==> config.mk <==
export PLATFORM = sky130hd
export DESIGN_NAME = status_led_pattern_arbiter_unit_flat
export DESIGN_NICKNAME = d
export VERILOG_FILES = /design/src/hw/rtl/slpa_pkg.sv /design/src/hw/rtl/slpa_if.sv /design/src/hw/rtl/status_led_pattern_arbiter_unit.sv /design/src/flat_wrapper.sv
export SDC_FILE = /design/constraint.sdc
export NUM_CORES = 1
export LEC_CHECK = 0
export ABC_CLOCK_PERIOD_IN_PS = 16850
export BUFFER_PORTS_ARGS = -buffer_cell sky130_fd_sc_hd__buf_4
export CORE_MARGIN = 2
export CORE_UTILIZATION = 60
export CTS_CLUSTER_DIAMETER = 40
export DETAILED_ROUTE_END_ITERATION = 7
export GPL_TIMING_DRIVEN = 1
export PLACE_DENSITY = 0.77
export SYNTH_ARGS = -nofsm -noshare
export SYNTH_HDL_FRONTEND = slang
export SYNTH_SLANG_ARGS = --single-unit
==> constraint.sdc <==
create_clock -name clk_i -period 16.85 [get_ports clk_i]
set_clock_uncertainty 0.15 [all_clocks]
set_input_delay 1.685 -clock clk_i [delete_from_list [all_inputs] [get_ports clk_i]]
set_output_delay 1.685 -clock clk_i [all_outputs]
set_load 0.02 [all_outputs]
==> src/hw/rtl/slpa_pkg.sv <==
// ----------------------------------------------------------------------------
// slpa_pkg
// Shared types and constants for the status LED pattern arbiter.
// ----------------------------------------------------------------------------
package slpa_pkg;

  localparam int unsigned TimeBits  = 32;
  localparam int unsigned HalfW     = 16;
  localparam int unsigned CountW    = 8;
  localparam int unsigned CfgIdxW   = 3;
  localparam int unsigned CfgDataW  = 16;
  localparam int unsigned DivW      = HalfW + 1;
  localparam int unsigned TotalW    = CountW + HalfW + 1;
  localparam int unsigned StepW     = $clog2(TimeBits);

  localparam logic [HalfW-1:0]  TxPulseRst    = HalfW'(50);
  localparam logic [HalfW-1:0]  ConfirmHalfRst = HalfW'(100);
  localparam logic [CountW-1:0] ConfirmCntRst = CountW'(3);
  localparam logic [HalfW-1:0]  PairingHalfRst = HalfW'(250);

  typedef enum logic [2:0] {
    OpTick       = 3'd0,
    OpSetRadio   = 3'd1,
    OpTxPulse    = 3'd2,
    OpTrainerOn  = 3'd3,
    OpTrainerOff = 3'd4
  } slpa_op_e;

  typedef enum logic [1:0] {
    RadioOff       = 2'd0,
    RadioConnected = 2'd1,
    RadioPairing   = 2'd2
  } slpa_radio_e;

  typedef enum logic [CfgIdxW-1:0] {
    RegBleEnable   = 3'd0,
    RegTxPulse     = 3'd1,
    RegConfirmHalf = 3'd2,
    RegConfirmCnt  = 3'd3,
    RegPairingHalf = 3'd4
  } slpa_reg_e;

  typedef enum logic [2:0] {
    StIdle,
    StExec,
    StMod,
    StPhase,
    StEmit
  } slpa_state_e;

endpackage

==> src/hw/rtl/slpa_if.sv <==
// ----------------------------------------------------------------------------
// slpa_if
// Valid/ready channels for items into and results out of the arbiter.
// ----------------------------------------------------------------------------
interface slpa_in_if;
  logic                              valid;
  logic                              ready;
  logic [2:0]                        operation;
  logic [slpa_pkg::TimeBits-1:0]     now_ms;
  logic [1:0]                        new_radio_state;

  modport source (output valid, output operation, output now_ms,
                  output new_radio_state, input ready);
  modport sink   (input valid, input operation, input now_ms,
                  input new_radio_state, output ready);
endinterface

interface slpa_out_if;
  logic valid;
  logic ready;
  logic led_on;

  modport source (output valid, output led_on, input ready);
  modport sink   (input valid, input led_on, output ready);
endinterface

==> src/hw/rtl/status_led_pattern_arbiter_unit.sv <==
// ----------------------------------------------------------------------------
// status_led_pattern_arbiter_unit
// Priority arbiter driving one status LED from timestamped items.
// ----------------------------------------------------------------------------
// One item is handled at a time and gives one result: the LED level after it.
// Items other than a tick, and ticks decided by the trainer, transmit pulse,
// display enable, a dark radio state or a zero pairing half-period, go from
// execute straight to emit. A tick that must find a blink phase runs a shared
// restoring remainder unit, one bit per cycle over the 32-bit elapsed time,
// then a phase state, before emit. A new item is taken the cycle after the
// result is loaded, even while that result waits at the output.
module status_led_pattern_arbiter_unit (
  input  logic                            clk_i,
  input  logic                            rst_ni,
  input  logic                            cfg_we_i,
  input  logic [slpa_pkg::CfgIdxW-1:0]    cfg_idx_i,
  input  logic [slpa_pkg::CfgDataW-1:0]   cfg_wdata_i,
  slpa_in_if.sink                         in_i,
  slpa_out_if.source                      out_o
);

  localparam int unsigned TB = slpa_pkg::TimeBits;
  localparam int unsigned HW = slpa_pkg::HalfW;
  localparam int unsigned DW = slpa_pkg::DivW;

  // configuration
  logic                        en_q;
  logic [HW-1:0]               tx_ms_q, cf_half_q, pr_half_q;
  logic [slpa_pkg::CountW-1:0] cf_cnt_q;

  // arbiter state
  slpa_pkg::slpa_state_e state_q, state_d;
  logic [1:0]    mode_q, mode_d;
  logic [TB-1:0] pat_start_q, pat_start_d;
  logic          cf_act_q, cf_act_d;
  logic [TB-1:0] cf_start_q, cf_start_d;
  logic          tx_act_q, tx_act_d;
  logic [TB-1:0] tx_start_q, tx_start_d;
  logic          trn_q, trn_d;
  logic          led_q, led_d;

  // latched item
  logic [2:0]    op_q, op_d;
  logic [TB-1:0] now_q, now_d;
  logic [1:0]    ns_q, ns_d;

  // remainder unit
  logic [TB-1:0]                  dvd_q, dvd_d;
  logic [DW-1:0]                  rem_q, rem_d, div_q, div_d;
  logic [HW-1:0]                  half_q, half_d;
  logic [slpa_pkg::StepW-1:0]     cnt_q, cnt_d;

  logic out_valid_q, out_valid_d, out_led_q, out_led_d;

  logic [TB-1:0]                  tx_el, cf_el, pat_el;
  logic [slpa_pkg::TotalW-1:0]    cf_total;
  logic [DW:0]                    trial, diff;

  assign tx_el    = now_q - tx_start_q;
  assign cf_el    = now_q - cf_start_q;
  assign pat_el   = now_q - pat_start_q;
  assign cf_total = {slpa_pkg::TotalW'(cf_cnt_q) * slpa_pkg::TotalW'(cf_half_q)}
                    << 1;
  assign trial    = {rem_q, dvd_q[TB-1]};
  assign diff     = trial - {1'b0, div_q};

  assign in_i.ready   = (state_q == slpa_pkg::StIdle);
  assign out_o.valid  = out_valid_q;
  assign out_o.led_on = out_led_q;

  always_ff @(posedge clk_i or negedge rst_ni) begin
    if (!rst_ni) begin
      en_q      <= 1'b0;
      tx_ms_q   <= slpa_pkg::TxPulseRst;
      cf_half_q <= slpa_pkg::ConfirmHalfRst;
      cf_cnt_q  <= slpa_pkg::ConfirmCntRst;
      pr_half_q <= slpa_pkg::PairingHalfRst;
    end else if (cfg_we_i) begin
      unique case (cfg_idx_i)
        slpa_pkg::RegBleEnable:   en_q      <= cfg_wdata_i[0];
        slpa_pkg::RegTxPulse:     tx_ms_q   <= cfg_wdata_i[HW-1:0];
        slpa_pkg::RegConfirmHalf: cf_half_q <= cfg_wdata_i[HW-1:0];
        slpa_pkg::RegConfirmCnt:  cf_cnt_q  <= cfg_wdata_i[slpa_pkg::CountW-1:0];
        slpa_pkg::RegPairingHalf: pr_half_q <= cfg_wdata_i[HW-1:0];
        default: ;
      endcase
    end
  end

  always_ff @(posedge clk_i or negedge rst_ni) begin
    if (!rst_ni) begin
      state_q     <= slpa_pkg::StIdle;
      mode_q      <= slpa_pkg::RadioOff;
      pat_start_q <= '0;
      cf_act_q    <= 1'b0;
      cf_start_q  <= '0;
      tx_act_q    <= 1'b0;
      tx_start_q  <= '0;
      trn_q       <= 1'b0;
      led_q       <= 1'b0;
      cnt_q       <= '0;
      out_valid_q <= 1'b0;
    end else begin
      state_q     <= state_d;
      mode_q      <= mode_d;
      pat_start_q <= pat_start_d;
      cf_act_q    <= cf_act_d;
      cf_start_q  <= cf_start_d;
      tx_act_q    <= tx_act_d;
      tx_start_q  <= tx_start_d;
      trn_q       <= trn_d;
      led_q       <= led_d;
      cnt_q       <= cnt_d;
      out_valid_q <= out_valid_d;
    end
  end

  always_ff @(posedge clk_i) begin
    op_q      <= op_d;
    now_q     <= now_d;
    ns_q      <= ns_d;
    dvd_q     <= dvd_d;
    rem_q     <= rem_d;
    div_q     <= div_d;
    half_q    <= half_d;
    out_led_q <= out_led_d;
  end

  always_comb begin
    state_d     = state_q;
    mode_d      = mode_q;
    pat_start_d = pat_start_q;
    cf_act_d    = cf_act_q;
    cf_start_d  = cf_start_q;
    tx_act_d    = tx_act_q;
    tx_start_d  = tx_start_q;
    trn_d       = trn_q;
    led_d       = led_q;
    op_d        = op_q;
    now_d       = now_q;
    ns_d        = ns_q;
    dvd_d       = dvd_q;
    rem_d       = rem_q;
    div_d       = div_q;
    half_d      = half_q;
    cnt_d       = cnt_q;
    out_led_d   = out_led_q;
    out_valid_d = out_valid_q && !out_o.ready;

    unique case (state_q)
      slpa_pkg::StIdle: begin
        if (in_i.valid) begin
          op_d    = in_i.operation;
          now_d   = in_i.now_ms;
          ns_d    = in_i.new_radio_state;
          state_d = slpa_pkg::StExec;
        end
      end

      slpa_pkg::StExec: begin
        state_d = slpa_pkg::StEmit;
        case (op_q)
          slpa_pkg::OpTick: begin
            if (!trn_q) begin
              if (tx_act_q && (tx_el < TB'(tx_ms_q))) begin
                led_d = 1'b1;
              end else begin
                tx_act_d = 1'b0;
                if (!en_q) begin
                  led_d = 1'b0;
                end else if (cf_act_q && (cf_el < TB'(cf_total))) begin
                  // blink phase of the confirmation pattern
                  dvd_d   = cf_el;
                  rem_d   = '0;
                  div_d   = {cf_half_q, 1'b0};
                  half_d  = cf_half_q;
                  cnt_d   = '0;
                  state_d = slpa_pkg::StMod;
                end else begin
                  cf_act_d = 1'b0;
                  if ((mode_q == slpa_pkg::RadioPairing) && (pr_half_q != '0)) begin
                    dvd_d   = pat_el;
                    rem_d   = '0;
                    div_d   = {pr_half_q, 1'b0};
                    half_d  = pr_half_q;
                    cnt_d   = '0;
                    state_d = slpa_pkg::StMod;
                  end else begin
                    led_d = 1'b0;
                  end
                end
              end
            end
          end
          slpa_pkg::OpSetRadio: begin
            if ((ns_q <= slpa_pkg::RadioPairing) && (ns_q != mode_q)) begin
              if (ns_q == slpa_pkg::RadioConnected) begin
                cf_act_d   = 1'b1;
                cf_start_d = now_q;
              end
              mode_d      = ns_q;
              pat_start_d = now_q;
            end
          end
          slpa_pkg::OpTxPulse: begin
            tx_act_d   = 1'b1;
            tx_start_d = now_q;
          end
          slpa_pkg::OpTrainerOn: begin
            trn_d = 1'b1;
            led_d = 1'b1;
          end
          slpa_pkg::OpTrainerOff: begin
            trn_d = 1'b0;
            led_d = 1'b0;
          end
          default: ;
        endcase
      end

      slpa_pkg::StMod: begin
        // restoring remainder, one dividend bit per cycle
        rem_d = diff[DW] ? trial[DW-1:0] : diff[DW-1:0];
        dvd_d = dvd_q << 1;
        cnt_d = cnt_q + 1'b1;
        if (cnt_q == slpa_pkg::StepW'(TB - 1)) begin
          state_d = slpa_pkg::StPhase;
        end
      end

      slpa_pkg::StPhase: begin
        led_d   = (rem_q < {1'b0, half_q});
        state_d = slpa_pkg::StEmit;
      end

      slpa_pkg::StEmit: begin
        if (!out_valid_q || out_o.ready) begin
          out_valid_d = 1'b1;
          out_led_d   = led_q;
          state_d     = slpa_pkg::StIdle;
        end
      end

      default: state_d = slpa_pkg::StIdle;
    endcase
  end

endmodule

==> src/flat_wrapper.sv <==
// flat-port wrapper written by rule: the top's interface ports become plain ports
module status_led_pattern_arbiter_unit_flat 
  (clk_i, rst_ni, cfg_we_i, cfg_idx_i, cfg_wdata_i, in_i_valid, in_i_operation, in_i_now_ms, in_i_new_radio_state, in_i_ready, out_o_valid, out_o_led_on, out_o_ready);
  slpa_in_if in_i_i ();
  slpa_out_if out_o_i ();
  input  logic clk_i;
  input  logic rst_ni;
  input  logic cfg_we_i;
  input  logic [slpa_pkg::CfgIdxW-1:0] cfg_idx_i;
  input  logic [slpa_pkg::CfgDataW-1:0] cfg_wdata_i;
  input wire logic [$bits(in_i_i.valid)-1:0] in_i_valid;
  input wire logic [$bits(in_i_i.operation)-1:0] in_i_operation;
  input wire logic [$bits(in_i_i.now_ms)-1:0] in_i_now_ms;
  input wire logic [$bits(in_i_i.new_radio_state)-1:0] in_i_new_radio_state;
  output wire logic [$bits(in_i_i.ready)-1:0] in_i_ready;
  output wire logic [$bits(out_o_i.valid)-1:0] out_o_valid;
  output wire logic [$bits(out_o_i.led_on)-1:0] out_o_led_on;
  input wire logic [$bits(out_o_i.ready)-1:0] out_o_ready;
  assign in_i_i.valid = in_i_valid;
  assign in_i_i.operation = in_i_operation;
  assign in_i_i.now_ms = in_i_now_ms;
  assign in_i_i.new_radio_state = in_i_new_radio_state;
  assign in_i_ready = in_i_i.ready;
  assign out_o_valid = out_o_i.valid;
  assign out_o_led_on = out_o_i.led_on;
  assign out_o_i.ready = out_o_ready;
  status_led_pattern_arbiter_unit u_core (.clk_i(clk_i), .rst_ni(rst_ni), .cfg_we_i(cfg_we_i), .cfg_idx_i(cfg_idx_i), .cfg_wdata_i(cfg_wdata_i), .in_i(in_i_i), .out_o(out_o_i));
endmodule
---- After elaboration in Yosys (flattened, before gate mapping) ----
Index checks and enable logic that the tools add are counted.
Widths: inputs -> output; s select.
storage, ports and cells
  bits in registers ....................... 287
  bits of input ports ..................... 61
  output and inout bits ................... 3
  logic and storage cells ................. 161
cells by class
  multiplexer cells ....................... 56
  bitwise operators ....................... 2
  eq/ne operators ......................... 34
  $mul .................................... 1
  add/sub/neg operators ................... 5
  magnitude comparators ................... 4
  reduce and logical (&&, ||, !) cells .... 35
operators with widths
  kind                count
  $mux 32             6
  $mux 17             9
  $sub 32x32->32      3
  $pmux 32 s2         1
  $pmux 17 s2         1
  $lt 32x16->1        1
  $lt 32x25->1        1
  $mux 16             2
  $mux 5              6
  $mux 3              9
  $mul 8x16->24       1
  $eq 3x2->1 const B  6
  $reduce_and 2->1    9
  $sub 18x17->18      1
  $lt 17x16->1        1
  $reduce_bool 16->1  1
  $mux 1              15
  $pmux 3 s5          1
  $ne 2x2->1 const B  7
  $ne 2x1->1 const B  6
  $reduce_and 6->1    2
  $reduce_bool 2->1   6
  $ne 5x5->1 const B  2
  $pmux 5 s2          1
  22 further kinds    39

---- Logic depth before layout (Yosys ltp) ----
Gate-level depths: netlist (run 1).
  word-level depth ........................ 9
  mapped depth ............................ 38
  gate-level depth less buffers ........... 35

---- Least setup slack after synthesis (run 1) ----
OpenSTA, ideal clock, no wires.
  path kind ............................... flip-flop to flip-flop
  start point ............................. register u_core.cf_cnt_q[7] (netlist name)
  end point ............................... register u_core.dvd_q[0] (enable)
  slack ................................... 8.071 ns
  buffers on the path ..................... 2
  data required time ...................... 16.291 ns
  library setup time ...................... 0.409 ns
  stages on the path, launching flop included .. 36
  arrival ................................. 8.220 ns
  clock period less this slack ............ 8.779 ns
  cell sequence ........................... dfrtp_1 clkbuf_1 nand2_1 fa_1 fa_1 inv_1 fa_1 inv_1 fa_1 inv_1 ha_1 inv_1 o21bai_1 a21oi_1 o21ai_0 a211oi_1 o21ai_0 nand2_1 o2111ai_1 a31o_2 a21oi_1 xnor2_1 ha_1 nand3_1 nor2_1 a22oi_1 o2111ai_1 nor4_1 o21ai_0 nor4_4 o211ai_2 a311oi_4 o211a_1 and2_1 buf_4 or2_1
on the way
  longest elaborated chain between the ends .. 5
ends and longest elaborated chain
  what                        line                                    text
  from (decl)                 status_led_pattern_arbiter_unit.sv:29   logic [slpa_pkg::CountW-1:0] cf_cnt_q;
  from (signal assigned)      status_led_pattern_arbiter_unit.sv:76   cf_cnt_q <= slpa_pkg::ConfirmCntRst;
  from (signal assigned)      status_led_pattern_arbiter_unit.sv:83   slpa_pkg::RegConfirmCnt: cf_cnt_q <= cfg_wdata_i[slpa_pkg::CountW-1:0];
  $mul 8x16->24               status_led_pattern_arbiter_unit.sv:62   assign cf_total = {slpa_pkg::TotalW'(cf_cnt_q) * slpa_pkg::TotalW'(cf_half_q)}
  $lt 32x25->1                status_led_pattern_arbiter_unit.sv:171  end else if (cf_act_q && (cf_el < TB'(cf_total))) begin
  $logic_and 1x1->1           status_led_pattern_arbiter_unit.sv:171
  $ne 3x1->1 (no line)        -
  $reduce_and 6->1 (no line)  -
  to (signal assigned)        status_led_pattern_arbiter_unit.sv:122  dvd_q <= dvd_d;
  to (decl)                   status_led_pattern_arbiter_unit.sv:48   logic [TB-1:0] dvd_q, dvd_d;
No other way between the ends.
A chain may end at the register's enable or synchronous reset.

---- Worst setup path after layout (run 1) ----
  start point ............................. register u_core.cf_cnt_q[7] (netlist name)
  end point ............................... register u_core.dvd_q[5] (enable)
The elaborated chain is that of the path after synthesis.

==> impl_metrics.toml, run 1 <==
[status]
outcome = "completed"

[floorplan]
coreArea_mm2 = 0.03531
pin_count = 64
dieWidth_um = 192.6
start_util_pct = 60.43
die_area_mm2 = 0.03709
die_y_um = 192.6
rows = 69

[clock_tree]
cts_buffer_depth = 3
ctsResizeCount = 0
cts_sinks = 271
cts_setup_buffers = 0
clkTransAtPathRegs_ns = 0.06
root_buffer = "clkbuf_16"
hold_buffers = 0
cts-htree-levels = 2
worstSkewPairLatency_ns = 0.58
cts_inserted_buffers = 50
cts_tree = "yes"

[yosys]
ys.flop_type = "dfrtp_1"
synth_edf_count = 103
netlist_area_mm2 = 0.02134
synth_most_common_cell = "inv_1"
syn_inst = 2245
yosys-top-cells-count = "inv_1 (264), nand2_1 (229), ha_1 (193)"
synth_cell_type_count = 84
syn_area_per_cell_um2 = 9.505
async_flop_share_pct = 61.99
ys_warn_count = 0
yosys.area.top_type = "dfrtp_1"
synth.yosys.seq_area_share_pct = 34.28
synth_top_area_share_pct = 18.06
synth-seq-cells = 271
synthTopCellsByArea = "dfrtp_1 (18%), edfxtp_1 (14%), ha_1 (11%)"
syn_nets = 2587

[routing]
wl_per_cell_um = 18.26
drt-met1-wl_um = 22480
drt_iter0_markers = 1160
drc = 0
num_vias = 16320
viasPerCell = 5.832
met2_wirelength_um = 23920
wl_met3_um = 2918
drtAntennaViolNets = 0
drt-pass1-iter-count = 7
drt-total-wl_um = 51110
top_layer = "met4"

[global_route]
antenna_found_initial = 0
grt_first_pass_wirelength_um = 83840
grt_pass1_vias = 16440
grt_max_degree = 109
groute.usage.overall_pct = 28.85
gr-total-overflow = 0

[place]
port_buffers = 63
placed_area_mm2 = 0.02216
hpwl_um = 37970
place.gp.congestion = 0.9322

[power]
max-vdd-ir-drop_uv = 163.0
power.density_mw_per_mm2 = 231.9
power_leakage_nw = 10.82

[critical_path]
cp_data_required_time_ns = 16.90
crit_path_end_kind = "register"
slowest_stage = "and2_1"
crit_type = "register to register"
slowest_delay_ns = 0.72
worstSetupStartpointType = "register"
cp.arrival_ns = 9.67
cp_max_fo = 49

[finish]
area_growth_pct = 12.31
nFillCells = 2695
drive_gt1_share_pct = 12.49
stdcell_area_mm2 = 0.02396
nNetsFinal = 2637

[sta]
hold_violations = 0
tns_ns = 0
maxSlewHeadroom_pct = 29.13
setup_viol = 0
min_period_ns = 9.626
worst_pin_slew_ns = 1.062
rsz0062_at_grt = "no"
max_freq_ghz = 0.1039
post-route-period-util_pct = 57.13
maxSlewViolCount = 0

[flow_run]
maxCapViolations = 0

[hold_path]
hp-class = "register to register"
placed cells by master (no fill, tap or decap), types with 16 or more instances in the layout:
cell / instances
inv_1: 264
nor2_1: 132
nand2_1: 228
nor3_1: 37
a21oi_1: 126
mux2_2: 80
o21bai_1: 16
edfxtp_1: 103
and2_1: 95
mux2i_1: 39
ha_1: 193
o21ai_0: 149
buf_4: 70
clkbuf_16: 54
a21o_1: 45
fa_1: 88
xor2_1: 43
dfrtp_1: 154
a211oi_1: 19
nand3_1: 26
xnor2_1: 61
o21a_1: 20
registers in the layout, summed over array words and instances (netlist names), 3 cells and up:
signal,flops
u_core.cf_cnt_q,8
u_core.cf_half_q,16
u_core.cf_start_q,32
u_core.cnt_q,5
u_core.dvd_q,32
u_core.half_q,16
u_core.now_q,32
u_core.op_q,3
u_core.pat_start_q,32
u_core.pr_half_q,16
u_core.rem_q,17
u_core.state_q,3
u_core.tx_ms_q,16
u_core.tx_start_q,32
layer usage:
metal,GRT usage [%],vias up
li1,-,7885
met4,11.22,0
met2,46.21,447
met5,0,-
met3,5.492,99
met1,38.81,7892
logic make-up (layout without fill, tap and decap cells):
family,count (synthesis),after routing,synth area share [%]
AO/OA/AOI/OAI,497,497,14.87
XOR/XNOR,104,104,4.269
adder cells (fa/ha/maj),281,281,19.57
buffers and inverters,337,429,6.081
flip-flops,271,271,34.28
multiplexers,133,133,7.036
other,0,1,0
AND/OR/NAND/NOR,622,622,13.89
through the flow:
step	worst slack, ns	hold WS [ns]	cells	total power, W	util [%]
6_report	7.224	0.3276	2799	0.005557	67.87
5_1_grt	6.454	0.3459	2798	0.006106	67.86
4_1_cts	7.187	0.3299	2798	0.005563	67.86
3_5_place_dp	7.297	0.3111	2704	0.004435	62.75
3_3_place_gp	7.516	0.3026	2704	0.004336	62.75
2_1_floorplan	8.071	0.2749	2245	0.003623	-
power breakdown:
part           switching (W)  internal, W
Clock               0.000371     0.000696
Combinational        0.00201      0.00149
Sequential          0.000126     0.000866
Total                0.00251      0.00305
worst max-delay path, delay by kind of cell (launching register included):
| kind | cells | cell delay, ns |
|---|---|---|
| DFF | 1 | 0.63 |
| AOI/OAI and AO/OA | 14 | 3.02 |
| buffers and inverters | 5 | 0.80 |
| adders and majority gates | 6 | 2.73 |
| and+or+nand+nor | 8 | 1.72 |
| xor gates and xnor gates | 1 | 0.16 |
final cells by class:
| type | instances | area, µm² | area share (%) |
|---|---|---|---|
| Multi-Input combinational cell | 1637 | 12740 | 53.16 |
| Sequential cell | 271 | 7315 | 30.52 |
| Clock buffer | 62 | 1411 | 5.889 |
| Inverter | 264 | 991.0 | 4.135 |
| Tap cell | 461 | 576.8 | 2.407 |
| Timing Repair Buffer | 71 | 536.8 | 2.240 |
| Clock inverter | 32 | 392.9 | 1.639 |
| Antenna cell | 1 | 2.502 | 0.01044 |
final timing paths:
check / cells after the start / end / slack [ns] / startpoint
max in group asynchronous: 2 / u_core.state_q[1] / 14.02 / rst_ni
worst max-delay path: 34 / u_core.dvd_q[5] / 7.22 / u_core.cf_cnt_q[7]
min in group asynchronous: 1 / u_core.tx_start_q[2] / 1.12 / rst_ni
worst min-delay path: 0 / u_core.out_o.led_on / 0.33 / u_core.led_q
worst min register to register: 0 / u_core.out_o.led_on / 0.33 / u_core.led_q
worst max register to register: 34 / u_core.dvd_q[5] / 7.22 / u_core.cf_cnt_q[7]
Power figures use the tool's default switching activity.
==> inputs of run 2 (changes only) <==
Settings changed: ABC_CLOCK_PERIOD_IN_PS 16850 to 9260.
Clock period 16.85 ns to 9.26 ns, I/O delays scaled along.
==> run 2 against run 1 <==
Flip-flop and latch count unchanged. Routed wire length grew 2.0%. Hold slack lost 0.038 ns. Highest routed layer unchanged.
==> impl_metrics.toml, run 2 (synthesis results as in run 1) <==
[finish]
mostFrequentLayoutCell = "inv_1"
area_growth_pct = 11.39
instances_no_fill = 2791
multiInputGateArea_mm2 = 0.01274
nFillCells = 2747
layout_common_cells = "inv_1 (264), nand2_1 (228), ha_1 (193)"
drive_gt1_share_pct = 12.32
n_antenna_cell = 0
stdcell_area_mm2 = 0.02377
ff_latch_area_mm2 = 0.007315
nNetsFinal = 2636

[routing]
viasPerCell = 5.977
drt-pass1-iter-count = 5
drtAntennaViolNets = 0
num_vias = 16680
drc = 0
drt-total-wl_um = 52150
drt_iter0_markers = 1178
wl_per_cell_um = 18.68

[critical_path]
crit_type = "register to register"
r2r_start = "u_core.cf_cnt_q[4]"
crit_path_end_kind = "register"
r2r_slack_ns = 0.56
r2r_end = "u_core.dvd_q[4]"
worstSetupStartpointType = "register"
reg2reg_depth = 32
slowest_stage = "a311o_2"
cp_max_fo = 40
cp.arrival_ns = 8.83
cp_data_required_time_ns = 9.40
slowest_delay_ns = 0.77

[clock_tree]
clkTransAtPathRegs_ns = 0.05
cts_sinks = 271
cts-htree-levels = 2
cts_tree = "yes"
worstSkewPairLatency_ns = 0.58
ctsResizeCount = 0
cts_buffer_depth = 3
root_buffer = "clkbuf_16"
cts_setup_buffers = 0
cts_inserted_buffers = 48
hold_buffers = 0

[power]
switching_power_w = 0.004687
power_leakage_nw = 10.74
swShare_pct = 46.59
pwr-share-comb_pct = 64.6
seqPwrFrac_pct = 18.0
max-vdd-ir-drop_uv = 282.9
intPower_w = 0.005373
power.density_mw_per_mm2 = 423.3
clockPowerShare_pct = 17.4

[global_route]
gr-total-overflow = 0
groute.usage.overall_pct = 28.86
grt_max_degree = 96
grt_first_pass_wirelength_um = 84050
grt_pass1_vias = 16580
antenna_found_initial = 0

[status]
outcome = "completed"

[floorplan]
rows = 69
die_area_mm2 = 0.03709
pin_count = 64
coreArea_mm2 = 0.03531
dieWidth_um = 192.6
start_util_pct = 60.43
die_y_um = 192.6

[sta]
hold_violations = 0
maxSlewHeadroom_pct = 17.56
max_freq_ghz = 0.1150
worst_pin_slew_ns = 1.237
rsz0062_at_grt = "no"
post-route-period-util_pct = 93.90
tns_ns = 0
maxSlewViolCount = 0
min_period_ns = 8.695
setup_viol = 0

[place]
placed_area_mm2 = 0.02218
place.gp.congestion = 0.8943
port_buffers = 63
hpwl_um = 38520
dpl.cell_count = 2705

[hold_path]
hp-class = "primary input to async pin"

[flow_run]
maxCapViolations = 0
-- run 2: cell count changes in the layout (fill, tap and decap cells not counted), sizes merged --
cell	change
clkbuf	-9
diode	-1
clkinvlp	-3
buf	+1
clkinv	+2
inv	+5
bufinv	-3
-- run 2: worst max-delay path: cells and delay by family (launching register included) --
kind                       cells  cell delay [ns]
AOI/OAI and AO/OA             16             3.42
xor gates and xnor gates       1             0.18
adders and majority gates      6             2.58
buffers and inverters          4             0.53
DFF                            1             0.58
muxes                          1             0.17
and+or+nand+nor                4             0.78
-- run 2: power groups by stage --
stage                     clock network, W  registers, W  logic (W)
after floorplan                          0       0.00171    0.00488
after global placement                   0       0.00181    0.00613
final                              0.00175       0.00181    0.00650
after CTS                          0.00178       0.00180    0.00643
after global routing               0.00183       0.00184    0.00730
after detailed placement                 0       0.00182    0.00635
-- run 2: worst max-delay path by stage --
stage | from | to | slack, ns | depth (start not counted)
floorplan | u_core.cf_cnt_q[7] | u_core.dvd_q[0] | 0.48 | 35
CTS | u_core.cf_cnt_q[4] | u_core.dvd_q[2] | 0.64 | 32
global placement | u_core.cf_cnt_q[4] | u_core.dvd_q[2] | 0.89 | 32
global route | u_core.cf_cnt_q[2] | u_core.dvd_q[2] | 0.03 | 35
detailed placement | u_core.cf_cnt_q[4] | u_core.dvd_q[3] | 0.69 | 32
finish | u_core.cf_cnt_q[4] | u_core.dvd_q[4] | 0.56 | 32
-- run 2: layout make-up --
type	instances	share of cell area (%)
timing repair buffer	72	2.343
inverter	264	4.169
clock buffer	53	5.306
tap	461	2.427
clock inverter	33	1.385
sequential	271	30.77
multi-input combinational	1637	53.60
-- run 2: metrics by stage --
| stage | hold slack [ns] | total power (W) | utilization [%] | setup WS [ns] |
|---|---|---|---|---|
| 2_1_floorplan | 0.2749 | 0.006593 | - | 0.4808 |
| 5_1_grt | 0.3207 | 0.01097 | 67.31 | 0.02629 |
| 6_report | 0.2892 | 0.01006 | 67.31 | 0.5647 |
| 3_3_place_gp | 0.2996 | 0.007945 | 62.81 | 0.8867 |
| 4_1_cts | 0.3110 | 0.01001 | 67.31 | 0.6388 |
| 3_5_place_dp | 0.2990 | 0.008170 | 62.81 | 0.6871 |
-- run 2: layer usage --
layer	share of wire [%]	vias up	track usage, %
li1	-	7882	-
met1	43	8149	38.16
met2	48	542	48.97
met3	5.8	109	3.892
met4	2.8	0	9.630
met5	0	-	0
